**config.mk**
```make
export PLATFORM = sky130hd
export DESIGN_NAME = servo_slew_pwm_duty
export DESIGN_NICKNAME = d
export VERILOG_FILES = /design/src/sspd_pkg.sv /design/src/sspd_slew.sv /design/src/sspd_duty.sv /design/src/servo_slew_pwm_duty.sv
export SDC_FILE = /design/constraint.sdc
export NUM_CORES = 1
export LEC_CHECK = 0
export BUFFER_PORTS_ARGS = -buffer_cell sky130_fd_sc_hd__buf_4
export CAP_MARGIN = 20
export CELL_PAD_IN_SITES_DETAIL_PLACEMENT = 0
export CELL_PAD_IN_SITES_GLOBAL_PLACEMENT = 2
export CORE_UTILIZATION = 37
export DETAILED_ROUTE_END_ITERATION = 7
export GPL_TIMING_DRIVEN = 0
export HOLD_SLACK_MARGIN = 0.1
export PLACE_DENSITY = 0.83
export SLEW_MARGIN = 20
export SYNTH_ARGS = -nofsm -noshare
export SYNTH_HDL_FRONTEND = slang
export SYNTH_SLANG_ARGS = --single-unit
```
**constraint.sdc**
```tcl
create_clock -name clk_i -period 6.2 [get_ports clk_i]
set_input_delay 0.93 -clock clk_i [delete_from_list [all_inputs] [get_ports clk_i]]
set_output_delay 0.93 -clock clk_i [all_outputs]
set_load 0.01 [all_outputs]
```
**src/sspd_pkg.sv**
```systemverilog
// ----------------------------------------------------------------------------
// sspd_pkg: shared types and constants for the servo slew / PWM duty block
// Word layouts, command codes and the fixed timing constants of the servo.
// ----------------------------------------------------------------------------
package sspd_pkg;

  localparam int unsigned CMD_W   = 2;
  localparam int unsigned REQ_W   = 16;
  localparam int unsigned SPD_W   = 16;
  localparam int unsigned DUTY_W  = 14;
  localparam int unsigned ANGLE_W = 8;
  localparam int unsigned STEP_W  = 11;

  localparam int unsigned DUTY_BITS_DEF = 14;
  localparam int unsigned MAX_ANGLE_DEF = 180;

  localparam longint unsigned PULSE_MIN_US  = 500;
  localparam longint unsigned PULSE_SPAN_US = 2000;
  localparam longint unsigned PERIOD_US     = 20000;
  localparam int unsigned     UPDATE_MS     = 20;
  localparam int unsigned     MS_PER_S      = 1000;

  // step = floor(speed * UPDATE_MS / MS_PER_S) = floor(speed / STEP_DIV),
  // done as a multiply by a rounded-up reciprocal; exact for 16-bit speeds.
  localparam int unsigned STEP_DIV   = MS_PER_S / UPDATE_MS;
  localparam int unsigned STEP_SHIFT = 22;
  localparam int unsigned STEP_RECIP = ((1 << STEP_SHIFT) + STEP_DIV - 1) / STEP_DIV;
  localparam int unsigned RECIP_W    = 17;
  localparam int unsigned PROD_W     = SPD_W + RECIP_W;

  typedef enum logic [CMD_W-1:0] {
    CMD_SET  = 2'd0,
    CMD_MOVE = 2'd1,
    CMD_TICK = 2'd2
  } sspd_cmd_e;

  typedef struct packed {
    logic [CMD_W-1:0] cmd;
    logic [REQ_W-1:0] angle_request;
    logic [SPD_W-1:0] speed_dps;
  } sspd_in_t;

  typedef struct packed {
    logic [DUTY_W-1:0]  duty_count;
    logic [ANGLE_W-1:0] current_angle;
    logic               at_target;
  } sspd_out_t;

  // position after an item, handed from the slew unit to the output stage
  typedef struct packed {
    logic [ANGLE_W-1:0] angle;
    logic               at_target;
  } sspd_pos_t;

endpackage

```
**src/sspd_slew.sv**
```systemverilog
// ----------------------------------------------------------------------------
// sspd_slew: angle / target / step state and the per-word update
// Applies set, move and tick commands and presents the resulting position.
// ----------------------------------------------------------------------------
module sspd_slew #(
  parameter int unsigned MaxAngle = sspd_pkg::MAX_ANGLE_DEF
) (
  input  logic               clk_i,
  input  logic               rst_ni,
  input  logic               en_i,
  input  sspd_pkg::sspd_in_t item_i,
  output sspd_pkg::sspd_pos_t pos_o
);
  import sspd_pkg::*;

  localparam logic [ANGLE_W-1:0] MaxA = ANGLE_W'(MaxAngle);

  logic [ANGLE_W-1:0] angle_q, angle_d;
  logic [ANGLE_W-1:0] goal_q, goal_d;
  logic [STEP_W-1:0]  step_q, step_d;

  logic [ANGLE_W-1:0] req_clamp;
  logic [PROD_W-1:0]  step_prod;
  logic [STEP_W-1:0]  step_new;
  logic [STEP_W:0]    up_sum;
  logic [ANGLE_W-1:0] down_gap;

  assign req_clamp = (item_i.angle_request > REQ_W'(MaxA)) ? MaxA
                                                           : item_i.angle_request[ANGLE_W-1:0];

  // zero speed gives a zero quotient, which the floor of one covers anyway
  assign step_prod = PROD_W'(item_i.speed_dps) * PROD_W'(STEP_RECIP);
  assign step_new  = (step_prod[PROD_W-1:STEP_SHIFT] == '0) ? STEP_W'(1)
                                                            : step_prod[STEP_SHIFT+STEP_W-1:STEP_SHIFT];

  assign up_sum   = (STEP_W+1)'(angle_q) + (STEP_W+1)'(step_q);
  assign down_gap = angle_q - goal_q;

  always_comb begin
    angle_d = angle_q;
    goal_d  = goal_q;
    step_d  = step_q;
    if (en_i) begin
      case (item_i.cmd)
        CMD_SET: begin
          angle_d = req_clamp;
          goal_d  = req_clamp;
        end
        CMD_MOVE: begin
          goal_d = req_clamp;
          step_d = step_new;
        end
        CMD_TICK: begin
          if (angle_q < goal_q) begin
            angle_d = (up_sum > (STEP_W+1)'(goal_q)) ? goal_q : up_sum[ANGLE_W-1:0];
          end else if (angle_q > goal_q) begin
            angle_d = (step_q >= STEP_W'(down_gap)) ? goal_q
                                                    : angle_q - step_q[ANGLE_W-1:0];
          end
        end
        default: begin
          // unused code: state holds
        end
      endcase
    end
  end

  always_ff @(posedge clk_i or negedge rst_ni) begin
    if (!rst_ni) begin
      angle_q <= '0;
      goal_q  <= '0;
      step_q  <= STEP_W'(1);
    end else begin
      angle_q <= angle_d;
      goal_q  <= goal_d;
      step_q  <= step_d;
    end
  end

  assign pos_o.angle     = angle_d;
  assign pos_o.at_target = (angle_d == goal_d);

  step_nonzero_a: assert property (@(posedge clk_i) disable iff (!rst_ni)
    step_q != '0) else $error("step size reached zero");

  angle_range_a: assert property (@(posedge clk_i) disable iff (!rst_ni)
    angle_q <= MaxA && goal_q <= MaxA) else $error("angle state out of range");

  tick_no_pass_a: assert property (@(posedge clk_i) disable iff (!rst_ni)
    (en_i && item_i.cmd == CMD_TICK && angle_q <= goal_q) |=>
      (angle_q <= $past(goal_q) && angle_q >= $past(angle_q)))
    else $error("tick overshot target");

endmodule

```
**src/sspd_duty.sv**
```systemverilog
// ----------------------------------------------------------------------------
// sspd_duty: angle to PWM compare count
// Constant table over all angle codes, built at elaboration.
// ----------------------------------------------------------------------------
module sspd_duty #(
  parameter int unsigned DutyBits = sspd_pkg::DUTY_BITS_DEF,
  parameter int unsigned MaxAngle = sspd_pkg::MAX_ANGLE_DEF
) (
  input  logic [sspd_pkg::ANGLE_W-1:0] angle_i,
  output logic [sspd_pkg::DUTY_W-1:0]  duty_o
);
  import sspd_pkg::*;

  localparam int unsigned      Entries = 1 << ANGLE_W;
  localparam longint unsigned  Full    = (64'd1 << DutyBits) - 64'd1;

  logic [DUTY_W-1:0] lut [Entries];

  for (genvar i = 0; i < Entries; i++) begin : g_lut
    localparam longint unsigned Pulse = PULSE_MIN_US + (longint'(i) * PULSE_SPAN_US) / MaxAngle;
    localparam longint unsigned Duty  = (Pulse * Full) / PERIOD_US;
    localparam logic [63:0]     DutyV = Duty;
    assign lut[i] = DutyV[DUTY_W-1:0];
  end

  assign duty_o = lut[angle_i];

endmodule

```
**src/servo_slew_pwm_duty.sv**
```systemverilog
// ----------------------------------------------------------------------------
// servo_slew_pwm_duty: servo setpoint ramp with PWM duty output
// Input register, slew update and duty lookup, result register.
// ----------------------------------------------------------------------------
// One word in, one word out. A word is taken into the input register, and when
// it advances it updates the angle state and its result (duty count,
// current angle, at-target flag) is loaded into the output register. A new
// word can be taken every cycle while the output is not stalled. The output
// register holds its word while out_stall_i is high; input words keep flowing
// until the input register also holds a word that cannot move on.
module servo_slew_pwm_duty #(
  parameter int unsigned DutyBits = sspd_pkg::DUTY_BITS_DEF,
  parameter int unsigned MaxAngle = sspd_pkg::MAX_ANGLE_DEF
) (
  input  logic                clk_i,
  input  logic                rst_ni,
  input  logic                in_valid_i,
  output logic                in_stall_o,
  input  sspd_pkg::sspd_in_t  in_data_i,
  output logic                out_valid_o,
  input  logic                out_stall_i,
  output sspd_pkg::sspd_out_t out_data_o
);
  import sspd_pkg::*;

  logic      in_valid_q;
  sspd_in_t  in_data_q;
  logic      out_valid_q;
  sspd_out_t out_data_q, out_data_d;
  logic      adv;
  logic      in_take;
  sspd_pos_t pos;
  logic [DUTY_W-1:0] duty;

  assign adv        = in_valid_q && (!out_valid_q || !out_stall_i);
  assign in_stall_o = in_valid_q && !adv;
  assign in_take    = in_valid_i && !in_stall_o;

  sspd_slew #(
    .MaxAngle(MaxAngle)
  ) u_slew (
    .clk_i (clk_i),
    .rst_ni(rst_ni),
    .en_i  (adv),
    .item_i(in_data_q),
    .pos_o (pos)
  );

  sspd_duty #(
    .DutyBits(DutyBits),
    .MaxAngle(MaxAngle)
  ) u_duty (
    .angle_i(pos.angle),
    .duty_o (duty)
  );

  assign out_data_d.duty_count    = duty;
  assign out_data_d.current_angle = pos.angle;
  assign out_data_d.at_target     = pos.at_target;

  always_ff @(posedge clk_i or negedge rst_ni) begin
    if (!rst_ni) begin
      in_valid_q  <= 1'b0;
      out_valid_q <= 1'b0;
    end else begin
      if (in_take) begin
        in_valid_q <= 1'b1;
      end else if (adv) begin
        in_valid_q <= 1'b0;
      end
      if (adv) begin
        out_valid_q <= 1'b1;
      end else if (!out_stall_i) begin
        out_valid_q <= 1'b0;
      end
    end
  end

  always_ff @(posedge clk_i) begin
    if (in_take) begin
      in_data_q <= in_data_i;
    end
    if (adv) begin
      out_data_q <= out_data_d;
    end
  end

  assign out_valid_o = out_valid_q;
  assign out_data_o  = out_data_q;

  adv_fills_out_a: assert property (@(posedge clk_i) disable iff (!rst_ni)
    adv |=> out_valid_q) else $error("advanced word did not reach output");

  stall_needs_word_a: assert property (@(posedge clk_i) disable iff (!rst_ni)
    in_stall_o |-> (in_valid_q && out_valid_q && out_stall_i))
    else $error("input stalled without a blocked word");

  out_angle_range_a: assert property (@(posedge clk_i) disable iff (!rst_ni)
    out_valid_q |-> (out_data_q.current_angle <= ANGLE_W'(MaxAngle)))
    else $error("output angle out of range");

endmodule

```
# Word level (Yosys, flattened, before mapping)
# Memories as Yosys holds them, arrays and structs flattened. A register that Yosys moved wholly into a read port is not among the register bits.
# Index checks and enable logic that the tools add are counted.
[op_classes]
addsub = 3
multipliers = 1
n_lt_le_gt_ge = 5
reduce_logical = 13
bitwise_logic = 1
eq_ne = 4
n_mux = 14
[ops]
columns = ["op", "n"]
rows = [
  ["$mux W8", 8],
  ["$mul A16 B17 Y33 const B", 1],
  ["$gt A16 B8 Y1 const B", 1],
  ["$pmux W8 S2", 1],
  ["$sub A8 B8 Y8", 2],
  ["$add A8 B11 Y12", 1],
  ["$gt A12 B8 Y1", 1],
  ["$ge A11 B8 Y1", 1],
  ["$logic_not A11 Y1", 1],
  ["$mux W11", 1],
  ["$not A8 Y9", 1],
  ["$eq A8 B8 Y1", 1],
  ["$gt A8 B8 Y1", 1],
  ["$lt A8 B8 Y1", 1],
  ["$logic_not A1 Y1", 4],
  ["$mux W1", 4],
  ["$logic_and A1 B1 Y1", 3],
  ["$eq A2 B1 Y1 const B", 1],
  ["$eq A2 B2 Y1 const B", 1],
  ["$logic_not A2 Y1", 1],
  ["$ne A2 B1 Y1 const B", 1],
  ["$reduce_and A2 Y1", 1],
  ["$reduce_bool A2 Y1", 1],
  ["$reduce_or A2 Y1", 1],
  ["$logic_or A1 B1 Y1", 1],
]
[word_totals]
output_inout_bits = 25
ff_bits = 72
elab_cells = 52
n_memories = 1
mem_bits_ro = 3584
[memory_table]
columns = ["memory", "words", "width", "read_ports", "rd_clocked_by_memory_dff", "write_ports", "line_no", "source"]
rows = [
  ["(name not given)", 256, 14, 1, 1, 0, "sspd_duty.sv:26", "assign duty_o = lut[angle_i];"],
]

# Depth between registers and ports, before layout
# Gate-level depths: netlist of run 1.
[depth]
word_depth = 8
mapped_depth = 31
mapped_depth_nobuf = 28

# Hierarchy
# Synthesis of run 1 repeated with hierarchy kept, for this count alone.
[unflattened]
hier_cells = 1494
hier_area_um2 = 13172.6
[modules_own_cells]
columns = ["mod", "area_per_inst_um2", "instances", "seq_area_each_um2", "cells_each"]
rows = [
  ["sspd_slew", 8444.3, 1, 676.9, 958],
  ["sspd_duty", 2924.1, 1, 0.0, 471],
  ["servo_slew_pwm_duty", 1804.2, 1, 1761.7, 65],
]

# Worst setup path after synthesis of run 1
# Ideal clock, no wire load.
[synth_timing]
kind = "reg2reg"
from = "register in_data_q[14] (netlist name)"
to = "register u_slew.step_q[0]"
period_less_slack_ns = 6.506
path_slack_ns = -0.306
required_ns = 6.109
stages_incl_launch_ff = 24
arrival_time_ns = 6.416
cell_sequence = "edfxtp_1 -> fa_1 -> inv_1 -> fa_1 -> inv_1 -> fa_1 -> fa_1 -> inv_1 -> fa_1 -> inv_1 -> fa_1 -> ha_1 -> a21o_1 -> a21o_1 -> a21o_1 -> a21o_1 -> a221o_1 -> a21oi_1 -> o21ai_0 -> o41ai_1 -> o21ai_0 -> nor3_1 -> a31oi_1 -> o31ai_1"
[synth_between]
elab_chain_len = 3
[synth_lines]
columns = ["element", "line_no", "source"]
rows = [
  ["start: declaration", "servo_slew_pwm_duty.sv:27", "sspd_in_t in_data_q;"],
  ["start signal: assignment", "servo_slew_pwm_duty.sv:81", "in_data_q <= in_data_i;"],
  ["$mul A16 B17 Y33 *", "sspd_slew.sv:32", "assign step_prod = PROD_W'(item_i.speed_dps) * PROD_W'(STEP_RECIP);"],
  ["$logic_not A11 Y1", "sspd_slew.sv:33", "assign step_new = (step_prod[PROD_W-1:STEP_SHIFT] == '0) ? STEP_W'(1)"],
  ["$mux W11 *", "sspd_slew.sv:33", ""],
  ["end signal: assignment", "sspd_slew.sv:76", "step_q <= step_d;"],
  ["end: declaration", "sspd_slew.sv:20", "logic [STEP_W-1:0] step_q, step_d;"],
]
# Every way passes the cells marked *; elsewhere a longest branch is shown, timed or not.
# A chain may end at the register's enable or synchronous reset.

# Worst setup path after layout of run 1
[layout_timing]
from = "register in_data_q[12] (netlist name)"
to = "register u_slew.step_q[0]"
# The elaborated chain is that of the path after synthesis.

==> results of run 1 <==
-- worst reg2reg max path, delay by kind of cell (launching register included) --
kind                       cells  cell delay, ns
adders and majority gates      7            3.39
AOI/OAI and AO/OA              9            1.63
buffers and inverters          4            0.46
DFF                            1            0.41
and+or+nand+nor                1            0.15
-- per-layer routing --
metal  global-route usage  part of all wire
met1                0.332              0.42
met2                0.422              0.47
met3               0.0448             0.073
met5                    0                 0
met4                0.106             0.038
-- state kept, by name, summed over array words and instances, names as in the netlist --
signal	count
in_data_q	34
in_valid_q	1
out_data_o	21
out_valid_o	1
u_slew.angle_q	8
u_slew.goal_q	8
u_slew.step_q	11
-- per-stage QoR --
step / hold slack, ns / util / area, um2 / std cells
final: 0.475 / 0.450 / 15100 / 1973
after floorplan: 0.440 / - / 12700 / 1391
after detailed placement: 0.466 / 0.410 / 13800 / 1901
after CTS: 0.474 / 0.436 / 14600 / 1947
after global placement: 0.450 / 0.408 / 13700 / 1899
after global routing: 0.497 / 0.450 / 15100 / 1973
-- Yosys cell counts, types with 14 or more instances --
cell type  instances
nand3_1           28
nand2_1           71
edfxtp_1          55
o211ai_1          20
inv_1            206
ha_1             185
dfrtp_1           28
a211oi_1          21
nor3_1            36
o21ai_0           73
xnor2_1           31
a21oi_1           83
fa_1             100
mux2i_1           16
clkbuf_1          24
nor2_1            67
buf_2             28
a21o_1            23
buf_4             14
-- kinds of logic after synthesis --
group                      Yosys count  synth area share
xor gates and xnor gates            43            0.0303
and+or+nand+nor                    283             0.112
adders and majority gates          288             0.343
buffers and inverters              289            0.0960
AOI/OAI and AO/OA                  377             0.210
other                                1          0.000296
muxes                               25            0.0209
DFF                                 84             0.188
-- layout make-up --
class / count / area [um2]
well taps: 448 / 561
flip-flops and latches: 84 / 2380
fillers: 3280 / 18500
clock buffers: 10 / 250
repair buffers: 119 / 952
clock inverters: 6 / 72.6
plain buffers: 75 / 531
inverters: 213 / 826
multi-input cells: 1018 / 9560
-- layout by cell type, fill, tap and decap left out, types with 26 or more instances in the layout --
cell type  Yosys  layout
nor3_1        36      31
inv_1        206     189
nand3_1       28      26
o21ai_0       73      63
ha_1         185     168
a21oi_1       83      74
nor2_1        67      65
buf_4         14     124
nand2_1       71      70
edfxtp_1      55      55
fa_1         100      91
xnor2_1       31      31
-- how the worst min path moves through the flow --
stage	cells past startpoint	slack [ns]	end
after floorplan	1	0.44	out_valid_o
after global placement	1	0.45	out_valid_o
after detailed placement	1	0.47	out_valid_o
after CTS	1	0.47	u_slew.goal_q[3]
after global routing	1	0.50	u_slew.goal_q[5]
final	1	0.48	out_valid_o
-- what timing repair did --
item | CTS | global route
gates cloned | 0 | 0
resized for setup | 88 | 74
pin swaps | 40 | 39
endpoints found under the setup margin | 22 | 19
setup buffers | 31 | 26
==> results.json, run 1 <==
{
  "pre_cts_slack_ns": -1.52,
  "timing.rr.end": "u_slew.step_q[0]",
  "synth_area_um2": 12700,
  "core_area_um2": 33600,
  "antenna_left": 0,
  "path_common_cell": "fa_1",
  "max-slew-margin-rel": 0.376,
  "max_freq_ghz": 0.163,
  "startpoint_type": "register",
  "antenna_cells": 0,
  "die_x_um": 187,
  "routed_via_density": 5.77,
  "arrival_ns": 6.40,
  "avgRoutedWirePerCell_um": 22.6,
  "rsz0062_at_grt": "yes",
  "period_minus_slack_ns": 6.12,
  "yosysSeqAreaShare": 0.188,
  "yosysTopAreaCell": "ha_1",
  "crit_start": "in_data_q[12]",
  "dpl.hpwl_um": 34300,
  "vias": 11400,
  "status": "finished clean",
  "critPathMaxFanout": 3,
  "path_buf_inv": 4,
  "cp.depth": 21,
  "syn_area_per_cell_um2": 9.12,
  "fin_nets": 1843,
  "fin_crit_sh": 0.988,
  "synth_edf_count": 55,
  "path_class": "register to register",
  "port_buffers": 60,
  "crit_path_top_delay_cell": "fa_1",
  "dieArea_um2": 35000,
  "dr.pass1.iters": 7,
  "grt.overflow.total": 0,
  "clock_latency_ns": 0.37,
  "reg2reg_depth": 21,
  "setup_ws_ns": 0.0767,
  "ctsHoldBuffers": 0,
  "tightest_slew_ns": 0.935,
  "yosys_most_used_dff": "edfxtp_1",
  "final_layout_size_suffix_gt1_frac": 0.219,
  "crit_chain": "buf_4 > fa_2 > fa_1 > inv_1 > fa_1 > inv_1 > fa_1 > fa_1 > fa_1 > ha_4 > a21o_1 > a21o_1 > a221o_1 > a21oi_2 > o21ai_2 > o41ai_2 > buf_4 > nor2b_4 > a21o_1 > a22oi_1 > o31ai_1",
  "grt_max_degree": 30,
  "required_ns": 6.48,
  "io_pins": 63,
  "synth.area.top_cells": "ha_1, fa_1, edfxtp_1, inv_1, dfrtp_1",
  "grt_pass1_wl_um": 68100,
  "antenna_found_initial": 0,
  "critPathMaxStageDelay_ns": 0.62,
  "cts-root-buf": "clkbuf_16",
  "numCtsBuffers": 9,
  "wl_um": 44500,
  "synth_seq_cells": 84,
  "die_h_um": 187,
  "setup_viol": 0,
  "cp-endpoint": "u_slew.step_q[0]",
  "tns_ns": 0,
  "endpoint_kind": "register",
  "gp_congestion": 0.967,
  "initial_utilization": 0.377,
  "grt_pass1_vias": 11400,
  "hold_viol": 0,
  "r2r_start": "in_data_q[12]",
  "cap_viol_max_count": 0,
  "hp-class": "input port to asynchronous set/reset pin",
  "synth_top_area_share": 0.183,
  "slew_viol_final": 0,
  "drc": 0,
  "ff2ff_setup_slack_ns": 0.08,
  "clk_path_buf_depth": 2,
  "synth_warnings": 0,
  "clkSlewWorstSetupHoldPaths_ns": 0.07,
  "grtUsageTotal": 0.257,
  "cts_tree": "built",
  "syn_inst": 1390,
  "syn_to_final_growth_pct": 19.3,
  "yosys.cell_types.count": 104,
  "cp_top_family": "adder cells",
  "row_count": 67,
  "numClockSinks": 84,
  "h-tree-depth": 3,
  "finClkSkew_ns": 0.0133,
  "async_flop_share": 0.345,
  "drtIter0Drc": 1065
}
Power of run 1 is not shown: default switching activity piles up to over one toggle a cycle in this logic, so the estimate is an artifact.
==> inputs of run 2 (changes only) <==
Settings changed: BUFFER_PORTS_ARGS -buffer_cell sky130_fd_sc_hd__buf_4 to -buffer_cell sky130_fd_sc_hd__buf_2.
==> results.json, run 2 (synthesis results as in run 1) <==
{
  "period_minus_slack_ns": 6.22,
  "grt_pass1_vias": 11600,
  "drtIter0Drc": 1095,
  "initial_utilization": 0.377,
  "grtUsageTotal": 0.264,
  "endpoint_kind": "register",
  "h-tree-depth": 3,
  "timing.rr.end": "u_slew.step_q[0]",
  "antenna_left": 0,
  "syn_to_final_growth_pct": 17.4,
  "final_layout_size_suffix_gt1_frac": 0.216,
  "dr.pass1.iters": 6,
  "hold_viol": 0,
  "fin_nets": 1835,
  "grt_pass1_wl_um": 69700,
  "dpl.hpwl_um": 35000,
  "wl_um": 45600,
  "max_freq_ghz": 0.161,
  "cp-endpoint": "u_slew.step_q[0]",
  "antenna_found_initial": 1,
  "clock_latency_ns": 0.38,
  "rsz0062_at_grt": "yes",
  "hp-class": "register to register",
  "slew_viol_final": 0,
  "port_buffers": 60,
  "pre_cts_slack_ns": -1.40,
  "layout_common_cells": "inv_1, ha_1, fa_1, buf_2, a21oi_1",
  "path_class": "register to register",
  "reg2reg_depth": 24,
  "drc": 0,
  "grt_max_degree": 30,
  "clk_path_buf_depth": 2,
  "setup_ws_ns": -0.0193,
  "finClkSkew_ns": 0.0213,
  "layout_commonest_cell": "inv_1",
  "core_area_um2": 33600,
  "ff2ff_setup_slack_ns": -0.02,
  "io_pins": 63,
  "min_path_cells": 1,
  "critPathMaxFanout": 3,
  "max-slew-margin-rel": 0.379,
  "numCtsBuffers": 9,
  "crit_start": "in_data_q[15]",
  "violations": "setup timing",
  "die_x_um": 187,
  "regMostFlops": "in_data_q",
  "clkSlewWorstSetupHoldPaths_ns": 0.07,
  "required_ns": 6.49,
  "die_h_um": 187,
  "cap_viol_max_count": 0,
  "cts_tree": "built",
  "fin_crit_sh": 1.00,
  "ctsHoldBuffers": 0,
  "startpoint_type": "register",
  "grt.overflow.total": 0,
  "nFillCells": 3245,
  "tightest_slew_ns": 0.931,
  "r2r_start": "in_data_q[15]",
  "vias": 11300,
  "largest_reg_flops": 34,
  "numClockSinks": 84,
  "setup_viol": 2,
  "routed_via_density": 5.77,
  "row_count": 67,
  "dieArea_um2": 35000,
  "arrival_ns": 6.51,
  "avgRoutedWirePerCell_um": 23.2,
  "status": "complete, but fails checks",
  "cts-root-buf": "clkbuf_16",
  "tns_ns": -0.0255,
  "antenna_cells": 0,
  "gp_congestion": 1.00
}
run 2: cell count changes in the layout (fill, tap and decap cells not counted), moves of 4 or more:
cell   before  now
buf_4     124   59
buf_2      20   82
buf_6      14    8
ha_1      168  172
run 2: what timing repair did:
action                     4_1_cts  5_1_grt
setup endpoints to repair       22       20
pin swaps                       38       44
gates resized for setup         94       65
setup buffers                   26       23
run 2: area by class of cell:
cell class / count / area (um2) / area share
Buffer: 75 / 517 / 0.0347
Clock buffer: 10 / 229 / 0.0154
Clock inverter: 6 / 47.5 / 0.00319
Inverter: 213 / 820 / 0.0551
Multi-Input combinational cell: 1018 / 9580 / 0.643
Sequential cell: 84 / 2380 / 0.160
Tap cell: 448 / 561 / 0.0377
Timing Repair Buffer: 111 / 752 / 0.0505
run 2: how the worst min path moves through the flow:
| stage | startpoint | end | slack [ns] |
|---|---|---|---|
| floorplan | in_valid_q | out_valid_o | 0.44 |
| global placement | in_valid_q | out_valid_o | 0.45 |
| detailed placement | in_valid_q | out_valid_o | 0.47 |
| CTS | in_valid_q | out_valid_o | 0.48 |
| global route | in_valid_q | out_valid_o | 0.51 |
| finish | in_valid_q | out_valid_o | 0.48 |
run 2: worst max-delay path, cell delays in order, from the launching register on:
cell,delay (ns)
edfxtp_1,0.46
fa_2,0.64
inv_4,0.05
fa_2,0.53
inv_2,0.04
fa_2,0.47
fa_2,0.55
inv_2,0.04
fa_2,0.33
inv_2,0.06
fa_1,0.39
ha_1,0.32
a21o_1,0.16
a21o_1,0.15
a21o_1,0.15
a21o_1,0.15
a221o_1,0.36
a21oi_2,0.22
o21ai_2,0.11
o41ai_2,0.20
buf_4,0.18
nor2b_4,0.16
a21o_1,0.14
a22oi_2,0.06
o31ai_2,0.23
run 2: routing by layer:
layer  up-vias  track usage  share of wire
met3       120       0.0525          0.072
met4         0        0.120          0.044
met1      5513        0.340           0.43
met2       502        0.425           0.46
li1       5205            -              -
met5         -            0              0
run 2: per-stage QoR:
| stage | cell area [um2] | hold WS [ns] | util | instances |
|---|---|---|---|---|
| global route | 14900 | 0.512 | 0.443 | 1965 |
| finish | 14900 | 0.479 | 0.443 | 1965 |
| global placement | 13600 | 0.451 | 0.403 | 1899 |
| detailed placement | 13600 | 0.465 | 0.405 | 1901 |
| CTS | 14400 | 0.480 | 0.429 | 1942 |
| floorplan | 12700 | 0.440 | - | 1391 |
Power of run 2 is left out for the same reason.
